[config.mk]
export PLATFORM = sky130hd
export DESIGN_NAME = bir_axis_lane
export DESIGN_NICKNAME = d
export VERILOG_FILES = /design/src/bilinear_image_resizer_defines.svh /design/src/bir_pkg.sv /design/src/bir_axis_lane.sv
export SDC_FILE = /design/constraint.sdc
export NUM_CORES = 1
export LEC_CHECK = 0
export BUFFER_PORTS_ARGS = -buffer_cell sky130_fd_sc_hd__buf_2
export CAP_MARGIN = 20
export CORE_MARGIN = 4
export CORE_UTILIZATION = 40
export CTS_BUF_LIST = sky130_fd_sc_hd__clkbuf_4 sky130_fd_sc_hd__clkbuf_8
export CTS_CLUSTER_DIAMETER = 80
export DETAILED_ROUTE_END_ITERATION = 16
export PLACE_DENSITY = 0.53
export SYNTH_ARGS = -nofsm -noshare
export SYNTH_HDL_FRONTEND = slang
export SYNTH_SLANG_ARGS = --single-unit
[constraint.sdc]
create_clock -name clk -period 12.1 [get_ports clk]
set_input_delay 1.21 -clock clk [delete_from_list [all_inputs] [get_ports clk]]
set_output_delay 1.21 -clock clk [all_outputs]
set_load 0.01 [all_outputs]
[src/bilinear_image_resizer_defines.svh]
// Assertion macros for the bilinear image resizer.
// The scope that uses them must declare clk and rst_n.
`ifndef BILINEAR_IMAGE_RESIZER_DEFINES_SVH
`define BILINEAR_IMAGE_RESIZER_DEFINES_SVH

// Consequent must hold in the same cycle as the antecedent.
`define BIR_ASSERT_IMP(lbl, ante, cons) \
  lbl: assert property (@(posedge clk) disable iff (!rst_n) (ante) |-> (cons)) \
    else $error("bilinear_image_resizer: same-cycle check failed");

// Consequent must hold in the cycle after the antecedent.
`define BIR_ASSERT_NXT(lbl, ante, cons) \
  lbl: assert property (@(posedge clk) disable iff (!rst_n) (ante) |=> (cons)) \
    else $error("bilinear_image_resizer: next-cycle check failed");

`endif

[src/bir_pkg.sv]
// Shared types and constants of the bilinear image resizer.
// No dependencies; every module of the block and the testbench import this package.
package bir_pkg;

  localparam int COORD_W    = 10;
  localparam int CHAN_W     = 8;
  localparam int PIX_W      = 3 * CHAN_W;
  localparam int RES_W      = 24;
  localparam int CFG_SRC_W  = 9;
  localparam int CFG_OUT_W  = 11;
  localparam int CFG_IDX_W  = 2;
  localparam int CFG_DATA_W = 11;
  localparam int NUM_W      = 20;  // holds (2o+1)*S
  localparam int DEN_W      = 12;  // holds 2*O
  localparam int CMP_W      = 13;  // compare width for positions against sizes
  localparam int NUM_TAPS   = 4;
  localparam int STEP_W     = 2;
  localparam int OQ_DEPTH   = 2;
  localparam int OQ_PTR_W   = $clog2(OQ_DEPTH);
  localparam int OQ_CNT_W   = $clog2(OQ_DEPTH + 1);

  localparam logic [CFG_IDX_W-1:0] REG_SRC_WIDTH  = 2'd0;
  localparam logic [CFG_IDX_W-1:0] REG_SRC_HEIGHT = 2'd1;
  localparam logic [CFG_IDX_W-1:0] REG_OUT_WIDTH  = 2'd2;
  localparam logic [CFG_IDX_W-1:0] REG_OUT_HEIGHT = 2'd3;

  localparam logic [CFG_SRC_W-1:0] SRC_SIZE_RST = 9'd256;
  localparam logic [CFG_OUT_W-1:0] OUT_SIZE_RST = 11'd256;

  localparam logic OP_WRITE  = 1'b0;
  localparam logic OP_SAMPLE = 1'b1;

  localparam logic STATUS_OK    = 1'b0;
  localparam logic STATUS_RANGE = 1'b1;

  localparam logic [STEP_W-1:0] STEP_LAST = 2'd3;

  typedef enum logic [1:0] {
    KIND_WRITE,
    KIND_SAMPLE,
    KIND_RANGE
  } kind_t;

  typedef struct packed {
    logic               opcode;
    logic [COORD_W-1:0] pix_x;
    logic [COORD_W-1:0] pix_y;
    logic [CHAN_W-1:0]  chan_blue;
    logic [CHAN_W-1:0]  chan_green;
    logic [CHAN_W-1:0]  chan_red;
  } in_t;

  typedef struct packed {
    logic [RES_W-1:0] out_blue;
    logic [RES_W-1:0] out_green;
    logic [RES_W-1:0] out_red;
    logic             status;
  } out_t;

  // Transaction kind and coordinates that travel beside the axis lanes.
  typedef struct packed {
    logic               v;
    kind_t              kind;
    logic [COORD_W-1:0] x;
    logic [COORD_W-1:0] y;
    logic [PIX_W-1:0]   rgb;
  } side_t;

  typedef struct packed {
    logic  v;
    kind_t kind;
  } job_ctl_t;

endpackage

[src/bir_axis_lane.sv]
// One axis lane: maps an output coordinate to a clamped source position and fraction.
// Pipelined restoring divider, one quotient bit per stage. Depends on bir_pkg.
module bir_axis_lane #(
  parameter int INT_W  = 8,
  parameter int POS_W  = 8,
  parameter int FRAC_W = 8
) (
  input  logic                         clk,
  input  logic                         adv,
  input  logic [bir_pkg::COORD_W-1:0]  coord,
  input  logic [bir_pkg::CFG_SRC_W-1:0] src_size,
  input  logic [bir_pkg::CFG_OUT_W-1:0] out_size,
  output logic [POS_W-1:0]             pos_lo,
  output logic [POS_W-1:0]             pos_hi,
  output logic [FRAC_W-1:0]            pos_frac
);
  import bir_pkg::*;

  localparam int QW = INT_W + FRAC_W;
  localparam int NW = NUM_W + FRAC_W;

  logic [NUM_W-1:0] prod;
  logic [NUM_W-1:0] num;
  logic             num_pos;
  logic [NW-1:0]    dividend;
  logic [DEN_W-1:0] den;

  logic [DEN_W-1:0] rem_r [QW+1];
  logic [QW-1:0]    ql_r  [QW+1];

  logic [INT_W-1:0]  q_int;
  logic [CMP_W-1:0]  q_ext;
  logic [CMP_W-1:0]  size_ext;
  logic [CMP_W-1:0]  size_m1;
  logic [CMP_W-1:0]  lo_nxt;
  logic [CMP_W-1:0]  lo_inc;
  logic [CMP_W-1:0]  hi_nxt;
  logic [FRAC_W-1:0] frac_nxt;
  logic [POS_W-1:0]  lo_r;
  logic [POS_W-1:0]  hi_r;
  logic [FRAC_W-1:0] frac_r;

  // Numerator (2o+1)*S - O scaled by the fraction bits; zero when not positive.
  always_comb begin
    prod     = NUM_W'({coord, 1'b1}) * NUM_W'(src_size);
    num_pos  = prod > NUM_W'(out_size);
    num      = prod - NUM_W'(out_size);
    dividend = num_pos ? (NW'(num) << FRAC_W) : '0;
    den      = {out_size, 1'b0};
  end

  always_ff @(posedge clk) begin
    if (adv) begin
      // The quotient is below S * 2^FRAC_W, so the upper part is below den.
      rem_r[0] <= DEN_W'(dividend >> QW);
      ql_r[0]  <= dividend[QW-1:0];
    end
  end

  for (genvar k = 0; k < QW; k++) begin : g_div
    logic [DEN_W:0] trial;
    logic           take;

    always_comb begin
      trial = {rem_r[k], ql_r[k][QW-1]};
      take  = trial >= {1'b0, den};
    end

    always_ff @(posedge clk) begin
      if (adv) begin
        rem_r[k+1] <= take ? DEN_W'(trial - {1'b0, den}) : trial[DEN_W-1:0];
        ql_r[k+1]  <= {ql_r[k][QW-2:0], take};
      end
    end
  end

  // A position at or past the last column pins both neighbors to the edge.
  always_comb begin
    q_int    = ql_r[QW][QW-1:FRAC_W];
    q_ext    = CMP_W'(q_int);
    size_ext = CMP_W'(src_size);
    size_m1  = size_ext - CMP_W'(1);
    if (q_ext >= size_m1) begin
      lo_nxt   = size_m1;
      frac_nxt = '0;
    end else begin
      lo_nxt   = q_ext;
      frac_nxt = ql_r[QW][FRAC_W-1:0];
    end
    lo_inc = lo_nxt + CMP_W'(1);
    hi_nxt = (lo_inc < size_ext) ? lo_inc : size_m1;
  end

  always_ff @(posedge clk) begin
    if (adv) begin
      lo_r   <= POS_W'(lo_nxt);
      hi_r   <= POS_W'(hi_nxt);
      frac_r <= frac_nxt;
    end
  end

  assign pos_lo   = lo_r;
  assign pos_hi   = hi_r;
  assign pos_frac = frac_r;

endmodule

---- Yosys cells after proc, flatten, opt, wreduce, memory -nomap -nowiden ----
Memories as Yosys holds them, arrays and structs flattened.
Index checks and enable logic that the tools add are counted.
word-level totals
  word-level logic and storage cells ...... 65
  input bits .............................. 32
  memories kept ........................... 2
  bits in registers ....................... 24
  bits in writable memories ............... 476
  output and inout bits ................... 24
memories
  memory  depth  bits a word  rd ports  clocked after Yosys merged registers in  wr ports  RTL line             RTL
  ql_r    17     16           17        0                                        17        bir_axis_lane.sv:29  logic [QW-1:0] ql_r [QW+1];
  rem_r   17     12           16        0                                        17        bir_axis_lane.sv:28  logic [DEN_W-1:0] rem_r [QW+1];
operators by class
  multipliers ............................. 1
  $lt $le $gt $ge ......................... 19
  add/sub/neg operators ................... 19
  muxes and demuxes ....................... 21
operators with widths
  operator                                                             number
  13-bit by 12-bit >= comparator with 1-bit output                     16
  12-bit 2-to-1 mux                                                    16
  12-bit subtractor                                                    16
  28-bit 2-to-1 mux                                                    1
  20-bit by 11-bit > comparator with 1-bit output                      1
  11-bit by 9-bit multiplier with 20-bit output                        1
  20-bit by 11-bit subtractor with 20-bit output                       1
  13-bit by 1-bit adder with 13-bit output, second input constant      1
  8-bit by 13-bit >= comparator with 1-bit output                      1
  13-bit by 9-bit < comparator with 1-bit output                       1
  13-bit 2-to-1 mux                                                    1
  9-bit by 1-bit subtractor with 10-bit output, second input constant  1
  8-bit 2-to-1 mux                                                     1
  1-bit 2-to-1 mux                                                     2

---- Logic depth before layout (Yosys ltp) ----
Gate-level depths: netlist (run 1).
  depth in word-level cells ............... 6
  mapped depth ............................ 28
  depth with buffers taken out ............ 25

---- Worst setup path before layout (run 1) ----
No wires, ideal clock.
  kind .................................... input -> register
  start ................................... input port src_size[2] (netlist bit)
  end ..................................... memory rem_r[0][11] (data pin)
  library setup time ...................... 0.262 ns
  data required time ...................... 11.838 ns
  stages on the path ...................... 22
  arrival ................................. 6.403 ns
  path slack .............................. 5.435 ns
  path buffers ............................ 1
  cells stage by stage .................... clkbuf_1 -> nand2_1 -> fa_1 -> inv_1 -> fa_1 -> ha_1 -> inv_1 -> fa_1 -> inv_1 -> fa_1 -> a211oi_1 -> o21bai_1 -> a21oi_1 -> xnor2_1 -> ha_1 -> nand4_1 -> a211oi_1 -> a211o_2 -> or3_4 -> nor3_2 -> nand3_1 -> mux2_1
RTL lines
  item             RTL line             RTL
  start, declared  bir_axis_lane.sv:11  input logic [bir_pkg::CFG_SRC_W-1:0] src_size,
  end, declared    bir_axis_lane.sv:28

---- Worst setup path after layout (run 1) ----
  start ................................... input port src_size[0] (netlist bit)
  end ..................................... register hi_r[3] (netlist: pos_hi[3]) (data pin)
between the ends
  longest elaborated chain between the ends .. 6
ends and longest elaborated chain
  item                                              RTL line             RTL
  9-bit by 1-bit subtractor with 10-bit output (*)  bir_axis_lane.sv:82  size_m1 = size_ext - CMP_W'(1);
  8-bit by 13-bit >= comparator with 1-bit output   bir_axis_lane.sv:83  if (q_ext >= size_m1) begin
  13-bit 2-to-1 mux (*)                             bir_axis_lane.sv:83
  via lo_nxt[0]                                     bir_axis_lane.sv:35  logic [CMP_W-1:0] lo_nxt;
  13-bit by 1-bit adder with 13-bit output (*)      bir_axis_lane.sv:90  lo_inc = lo_nxt + CMP_W'(1);
  13-bit by 9-bit < comparator with 1-bit output    bir_axis_lane.sv:91  hi_nxt = (lo_inc < size_ext) ? lo_inc : size_m1;
  8-bit 2-to-1 mux (*)                              bir_axis_lane.sv:91
  via hi_nxt[3]                                     bir_axis_lane.sv:37  logic [CMP_W-1:0] hi_nxt;
  end signal, assigned                              bir_axis_lane.sv:97  hi_r <= POS_W'(hi_nxt);
  end, declared                                     bir_axis_lane.sv:40  logic [POS_W-1:0] hi_r;
The timed path passes the listed nets; every way through them passes the cells marked *.
A chain may end at the register's enable or synchronous reset.

==> results by group, run 1 <==
Outcome
  – Status: completed

Logic synthesis
  – Main combinational cell family by area after synthesis: adder cells
  – Yosys warning count: 0
  – Synth Area in Compound Gates: 0.109
  – Distinct cell type count after synthesis: 86
  – Cells after Synth: 2238
  – Post-synth top flop: edfxtp_1
  – #FFs+latches synth: 381
  – Syn_nets: 2594
  – EDFF count, synth: roughly 380
  – Share of flip-flops with an asynchronous set or reset: 0
  – Simple-gate share of the synthesized area: 0.113
  – Proportion of synthesized area in mux cells: 0.0641
  – Adder-cell area share of the yosys netlist: 0.182
  – Avg Cell Area, Syn: about 11 um^2
  – Synthesized area: 25600 um^2
  – Post-Synth XOR/XNOR Area: 0.0425
  – Seq/Total Area, Yosys: 0.448

Power and ir drop
  – PwrDens: approximately 270 nW/um^2
  – Worst VDD drop: 163 uV
  – P_leak: around 12 nW

STA
  – Final setup vio count: 0
  – Worst slew pin tran: 1.04 ns
  – WHS: 0.389 ns
  – Setup Skew: between 0.03 and 0.04 ns
  – Final Hold Fails: 0
  – Relative max-transition margin: 0.304
  – Fin crit period: 6.73 ns
  – RSZ-0062 raised after global routing: false
  – Setup TNS: 0 ns
  – Max Clk Rate: around 150 MHz
  – Max-slew violation count: 0
  – Final Cycle Share: 0.556

Clock tree
  – Cts hold-fix bufs: 0
  – Num CTS Buffers: 71
  – CTS tree: yes
  – # Post-CTS Setup Buffers: 0
  – Clk pin slew, worst setup/hold paths: 0.05 ns
  – CTS Sinks: 381
  – CTS Root Cell: clkbuf_8
  – Clock network latency to the later pin of the worst-skew pair: 0.62 ns
  – Post_cts resized: 0
  – H-tree depth: 3
  – Max Buffers Root-to-Sink: 3

Placement
  – RePlAce Congestion: 0.821
  – Placed cell area: ~27000 um^2
  – I/O Buffers: 55
  – Post-DP HPWL: 38.5 mm

Cells and area
  – Ant diodes: 0
  – Commonest non-fill, non-tap cell in the layout: edfxtp_1
  – Area grow syn2layout: 10.9%
  – Finished Cell Area: 28300 um^2
  – Fraction of layout cells with a size suffix above 1: 0.141
  – FILL cells: just under 6000
  – Most frequent cells in the layout: edfxtp_1, ha_1, inv_1
  – Final #Nets: 2711

Critical path
  – CP Max Fanout: 18
  – Worst Setup End Kind: flop
  – Worst Setup Start Kind: input port
  – Required @ worst endpoint: 12.46 ns
  – Crit path DAT: 7.08 ns
  – Crit path kind: input port to flop

Global routing
  – GR Util met3: 0.0305
  – First-pass GRT wire length: 89.9 mm
  – Global Route met1 Usage: 0.218
  – Met2 usage: 0.274
  – Grt ovf: 0
  – Initial antenna violation count: 1
  – Largest net degree at the start of global routing: 198
  – Tot GR Track Use: 0.163
  – Gr busiest metal: met2
  – Vias in the first global route: around 18000

Routing
  – Via/cell ratio: 5.23
  – Final WL: 54.8 mm
  – Initial detailed-routing violation count: around 850
  – Routed vias: 17000
  – Wire per inst: 16.9 um
  – Detailed Routing Iterations Pass 1: 5
  – ANT nets after route: 0
  – DRC: 0

Floorplan
  – I/O Pins: 56
  – Starting density of the core: 0.404
  – Chip width: roughly 260 um
  – Die height: 261 um
  – Cell Rows: 92
  – Die ar.: 68000 um^2
  – Core Area: between 60000 and 70000 um^2

Job
  – Max_cap viols: 0

Hold path
  – HP Class: flop to flop
[flip-flops by register name, summed over array words and instances (netlist names)]
| register | count |
|---|---|
| rem_r | 185 |
| ql_r | 172 |
| pos_frac | 8 |
| pos_hi | 8 |
| pos_lo | 8 |
[final timing paths]
kind           startpoint            to  slack [ns]  cells after the start
max           src_size[0]     pos_hi[3]        5.37                     25
min          ql_r[0][236]  ql_r[0][253]        0.39                      0
max reg2reg  ql_r[0][264]     pos_hi[3]        7.32                     21
min reg2reg  ql_r[0][236]  ql_r[0][253]        0.39                      0
[worst max-delay path: stages]
cell and delay, ns:
buf_2 0.22, inv_1 0.25, ha_1 0.23, nor3b_1 0.51
nand3_1 0.17, xnor2_1 0.31, inv_1 0.16, ha_1 0.31
and3_1 0.17, o211ai_1 0.08, o21ai_0 0.17, buf_4 0.22
nand2_2 0.24, o21ai_0 0.42, ha_1 0.25, o211ai_1 0.21
xor2_1 0.21, ha_1 0.32, a21o_1 0.18, a21o_1 0.17
a21oi_1 0.14, o21ai_0 0.09, inv_1 0.09, o31a_1 0.37
mux2_2 0.38
[stage by stage]
step	utilization	cells	power [mW]	worst slack (ns)
after floorplan	-	2238	5.38	5.43
after global placement	0.425	3121	6.19	4.80
after detailed placement	0.426	3124	6.24	4.69
after CTS	0.448	3243	7.60	5.37
after global routing	0.449	3247	8.20	4.80
final	0.449	3247	7.52	5.37
[final cells by class]
| type | count | area, um^2 | area share |
|---|---|---|---|
| flip-flops and latches | 381 | 11400 | 0.404 |
| multi-input cells | 1587 | 13100 | 0.461 |
| clock buffers | 88 | 1100 | 0.0390 |
| well taps | 846 | 1060 | 0.0373 |
| repair buffers | 80 | 489 | 0.0173 |
| inverters | 234 | 878 | 0.0310 |
| clock inverters | 31 | 305 | 0.0108 |
[Yosys cell counts, drive strengths merged, types with 7 or more instances]
master / number / share of area
or2: 8 / 0.0020
a21o: 37 / 0.011
a211oi: 24 / 0.0074
inv: 234 / 0.034
a21boi: 26 / 0.0076
nor3: 39 / 0.0080
nand2: 168 / 0.025
nand4: 29 / 0.0071
xnor2: 76 / 0.026
nand2b: 16 / 0.0039
nor4: 13 / 0.0037
o21ai: 93 / 0.018
a21oi: 99 / 0.020
o21a: 12 / 0.0035
o311ai: 7 / 0.0024
clkbuf: 15 / 0.0022
nand3: 36 / 0.0071
o21bai: 17 / 0.0054
buf: 21 / 0.0045
o211ai: 29 / 0.0087
and2: 78 / 0.019
fa: 80 / 0.063
ha: 244 / 0.12
nor2: 109 / 0.016
edfxtp: 381 / 0.45
xor2: 48 / 0.016
o31ai: 8 / 0.0025
mux2i: 32 / 0.013
and3: 14 / 0.0035
mux2: 117 / 0.052
nor2b: 40 / 0.0098
a31oi: 12 / 0.0035
[report_power, final]
part           total (mW)  switching [mW]  leakage, nW  internal [mW]
Combinational        3.95            2.13         7.25           1.82
Sequential           2.31           0.198         3.70           2.12
Clock                1.26           0.537        0.725          0.727
[per-layer routing]
layer	up-vias	part of all wire
met5	-	0
met2	298	0.48
met1	8194	0.46
li1	8382	-
met4	0	0.023
met3	94	0.036
[logic make-up after synthesis]
group                    after synthesis
AO/OA/AOI/OAI                        414
XOR/XNOR                             124
adder cells (fa/ha/maj)              324
buffers and inverters                270
flip-flops                           381
multiplexers                         149
AND/OR/NAND/NOR                      576
Power figures use the tool's default switching activity.
==> run 2, diff against run 1 <==
--- a/config.mk
+++ b/config.mk
@@ -5,6 +5,7 @@
 export SDC_FILE = /design/constraint.sdc
 export NUM_CORES = 1
 export LEC_CHECK = 0
+export ABC_AREA = 1
 export BUFFER_PORTS_ARGS = -buffer_cell sky130_fd_sc_hd__buf_2
 export CAP_MARGIN = 20
 export CORE_MARGIN = 4
@@ -12,7 +13,7 @@
 export CTS_BUF_LIST = sky130_fd_sc_hd__clkbuf_4 sky130_fd_sc_hd__clkbuf_8
 export CTS_CLUSTER_DIAMETER = 80
 export DETAILED_ROUTE_END_ITERATION = 16
-export PLACE_DENSITY = 0.53
+export PLACE_DENSITY = 0.55
 export SYNTH_ARGS = -nofsm -noshare
 export SYNTH_HDL_FRONTEND = slang
 export SYNTH_SLANG_ARGS = --single-unit
==> constraint.sdc (replaced) <==
create_clock -name clk -period 6.05 [get_ports clk]
set_input_delay 0.605 -clock clk [delete_from_list [all_inputs] [get_ports clk]]
set_output_delay 0.605 -clock clk [all_outputs]
set_load 0.01 [all_outputs]
==> results by group, run 2 <==
Critical path
  – Crit path from: src_size[7]
  – CP delay by family, top: adder cells
  – Worst r2r src: ql_r[0][268]
  – Worst Setup Start Kind: input port
  – Worst Setup End Kind: flop
  – CP max stage cell: fa_1
  – Cell repeated most along the worst path: inv_1
  – Worst reg2reg endpoint: pos_hi[1]
  – Reg-to-reg slack, setup: 2.10 ns (-5.22 ns)
  – Crit path kind: input port to flop
  – CP Max Fanout: 17 (-1)
  – Crit path DAT: 5.58 ns (-1.50 ns)
  – CP peak stage delay: 0.56 ns (+0.05 ns)
  – Reg2Reg Depth: 24 (+14%)
  – Required @ worst endpoint: 6.41 ns (-6.05 ns)
  – WP buf/inv: 8 (+3)

Logic synthesis
  – Most frequent cells after synthesis: nand2_1, edfxtp_1, inv_1
  – EDFF count, synth: 381 (unchanged)
  – Distinct cell type count after synthesis: 63 (-27%)
  – Synthesized area: 25100 um^2 (-1.8%)
  – Cells after Synth: 2551 (+14%)
  – Synth top area cells: edfxtp_1, ha_1, nand2_1
  – Post-synth top area share: 0.456 (+0.00817)
  – Avg Cell Area, Syn: 9.84 um^2 (-14%)
  – Syn_nets: 2907 (+12%)
  – #FFs+latches synth: 381 (unchanged)
  – Largest area contributor in the netlist: edfxtp_1
  – Seq/Total Area, Yosys: 0.456 (+0.00817)
  – Yosys warning count: 0 (unchanged)
  – Share of flip-flops with an asynchronous set or reset: 0 (unchanged)
  – Post-synth top flop: edfxtp_1
  – Count leader, synth: nand2_1

Cells and area
  – Final #Nets: 3004 (+11%)
  – Most flop-heavy register: rem_r
  – Most frequent cells in the layout: nand2_1, edfxtp_1, inv_1
  – Area grow syn2layout: 10.5%
  – Commonest non-fill, non-tap cell in the layout: nand2_1
  – Max reg flops: 185 (unchanged)
  – Fraction of layout cells with a size suffix above 1: 0.0906 (-0.0506)
  – Finished Cell Area: 27700 um^2 (-2.2%)
  – Biggest regs: rem_r (185), ql_r (172)

Power and ir drop
  – Total power: 14.8 mW (+97%)
  – Worst VDD drop: 331 uV (+100%)
  – P_int: 8.67 mW (+86%)
  – P_leak: 12.3 nW (+5.7%)
  – Sw Ratio: 0.416 (+0.0357)
  – Combinational Power Share: 0.519 (-0.006)
  – Switching power: 6.17 mW (+120%)
  – Seq pwr share: 0.315 (+0.008)
  – PwrDens: 535 nW/um^2 (+100%)
  – Clock power share: 0.165 (-0.003)

Job
  – Max_cap viols: 0 (unchanged)

Clock tree
  – Cts hold-fix bufs: 0 (unchanged)
  – # Post-CTS Setup Buffers: 0 (unchanged)
  – Clk pin slew, worst setup/hold paths: 0.06 ns (about the same)
  – Post_cts resized: 0 (unchanged)
  – Clock network latency to the later pin of the worst-skew pair: 0.64 ns (+0.02 ns)
  – CTS tree: yes
  – H-tree depth: 3 (unchanged)
  – CTS Root Cell: clkbuf_8
  – CTS Sinks: 381 (unchanged)
  – Max Buffers Root-to-Sink: 3 (unchanged)
  – Num CTS Buffers: 71 (unchanged)

Placement
  – RePlAce Congestion: 0.862 (+5.1%)
  – Placed cell area: 26300 um^2 (-2.2%)
  – Post-DP HPWL: 37.8 mm (-1.8%)
  – I/O Buffers: 55 (unchanged)

Routing
  – Final WL: 53.6 mm (-2.1%)
  – Wire per inst: 15.1 um (-10%)
  – Detailed Routing Iterations Pass 1: 7 (+2)
  – ANT nets after route: 0 (unchanged)
  – Routed vias: 17500 (+3.4%)
  – Via/cell ratio: 4.95 (-5.3%)
  – Initial detailed-routing violation count: 978 (+15%)
  – DRC: 0 (unchanged)

STA
  – Setup TNS: 0 ns (unchanged)
  – Setup Skew: 0.0387 ns (-0.000657 ns)
  – Worst slew pin tran: 1.05 ns (+0.0138 ns)
  – Max Clk Rate: 192 MHz
  – Fin crit period: 5.21 ns
  – Final setup vio count: 0 (unchanged)
  – Final Hold Fails: 0 (unchanged)
  – RSZ-0062 raised after global routing: false
  – Max-slew violation count: 0 (unchanged)
  – Relative max-transition margin: 0.297 (-0.00694)
  – Final Cycle Share: 0.862

Hold path
  – HP Class: flop to flop
  – Hold Path Origin: ql_r[0][236]
  – WHS Path Cells: 0 (unchanged)
  – Worst hold path endpoint: ql_r[0][253]

Outcome
  – Status: completed

Floorplan
  – Die ar.: 66800 um^2 (-1.7%)
  – Core Area: 61900 um^2 (-2.0%)
  – Chip width: 258 um (-0.87%)
  – Die height: 258 um (-0.87%)
  – Cell Rows: 91 (-1.1%)
  – I/O Pins: 56 (unchanged)
  – Starting density of the core: 0.405 (+0.000808)

Global routing
  – Initial antenna violation count: 3 (+2)
  – Vias in the first global route: 17900 (+2.1%)
  – First-pass GRT wire length: 88.7 mm (-1.4%)
  – Largest net degree at the start of global routing: 155 (-22%)
  – Grt ovf: 0 (unchanged)
  – Tot GR Track Use: 0.162 (-0.00119)
## run 2: final cells by class
cell class | count | area [um^2]
antenna | 3 | 7.51
clock buffer | 91 | 1150
clock inverter | 37 | 240
fill | 5881 | 34200
inverter | 358 | 1350
multi-input combinational | 1766 | 12100
sequential | 381 | 11400
tap | 837 | 1050
timing repair buffer | 70 | 443
## run 2: logic make-up after synthesis
logic type	synth area share
compound gates	0.0950
simple gates	0.147
fa+ha+maj	0.185
flops	0.456
buf+inv	0.0636
xor+xnor	0.0533
## run 2: through the flow
step	instances	utilization	hold slack [ns]	worst slack [ns]
finish	3543	0.448	0.383	0.838
global route	3542	0.448	0.401	0.567
CTS	3539	0.447	0.383	0.927
detailed placement	3411	0.425	0.405	0.282
global placement	3411	0.425	0.401	0.270
floorplan	2551	-	0.400	0.630
## run 2: worst max-delay path by stage
stage,cells after the start,to,slack [ns]
after floorplan,27,rem_r[0][9],0.63
after global placement,29,rem_r[0][9],0.27
after detailed placement,25,ql_r[0][11],0.28
after CTS,25,ql_r[0][12],0.93
after global routing,27,rem_r[0][9],0.57
final,25,ql_r[0][10],0.84
## run 2: power groups by stage
stage	Sequential, mW	Combinational, mW	Clock, mW
finish	4.68	7.71	2.46
global placement	4.72	7.52	0
floorplan	4.57	6.22	0
global route	4.76	8.85	2.68
detailed placement	4.71	7.64	0
CTS	4.68	7.74	2.56
## run 2: per-layer routing
layer	vias up	routed length, um	part of all wire	track usage
li1	8861	-	-	-
met1	8271	25100	0.47	0.214
met2	292	25000	0.47	0.270
met3	117	1810	0.034	0.0285
met4	0	1700	0.032	0.0583
met5	-	0	0	0
## run 2: worst reg2reg max path, stage by stage, from the launching register on
cell and delay, ns:
edfxtp_1 0.46, ha_1 0.35, nand2_1 0.12, inv_1 0.05
nand2_1 0.06, nand3_1 0.07, nand3_1 0.08, nand2_1 0.05
nand2_1 0.07, nand2_2 0.13, nand2_4 0.16, nand2_1 0.07
nand2_1 0.13, ha_1 0.20, nand2_2 0.10, nor2_4 0.15
nand3_1 0.12, nand2_1 0.09, inv_1 0.04, ha_1 0.28
a21oi_1 0.15, nor2_1 0.05, a211oi_1 0.23, a21boi_4 0.35
o21ai_0 0.14
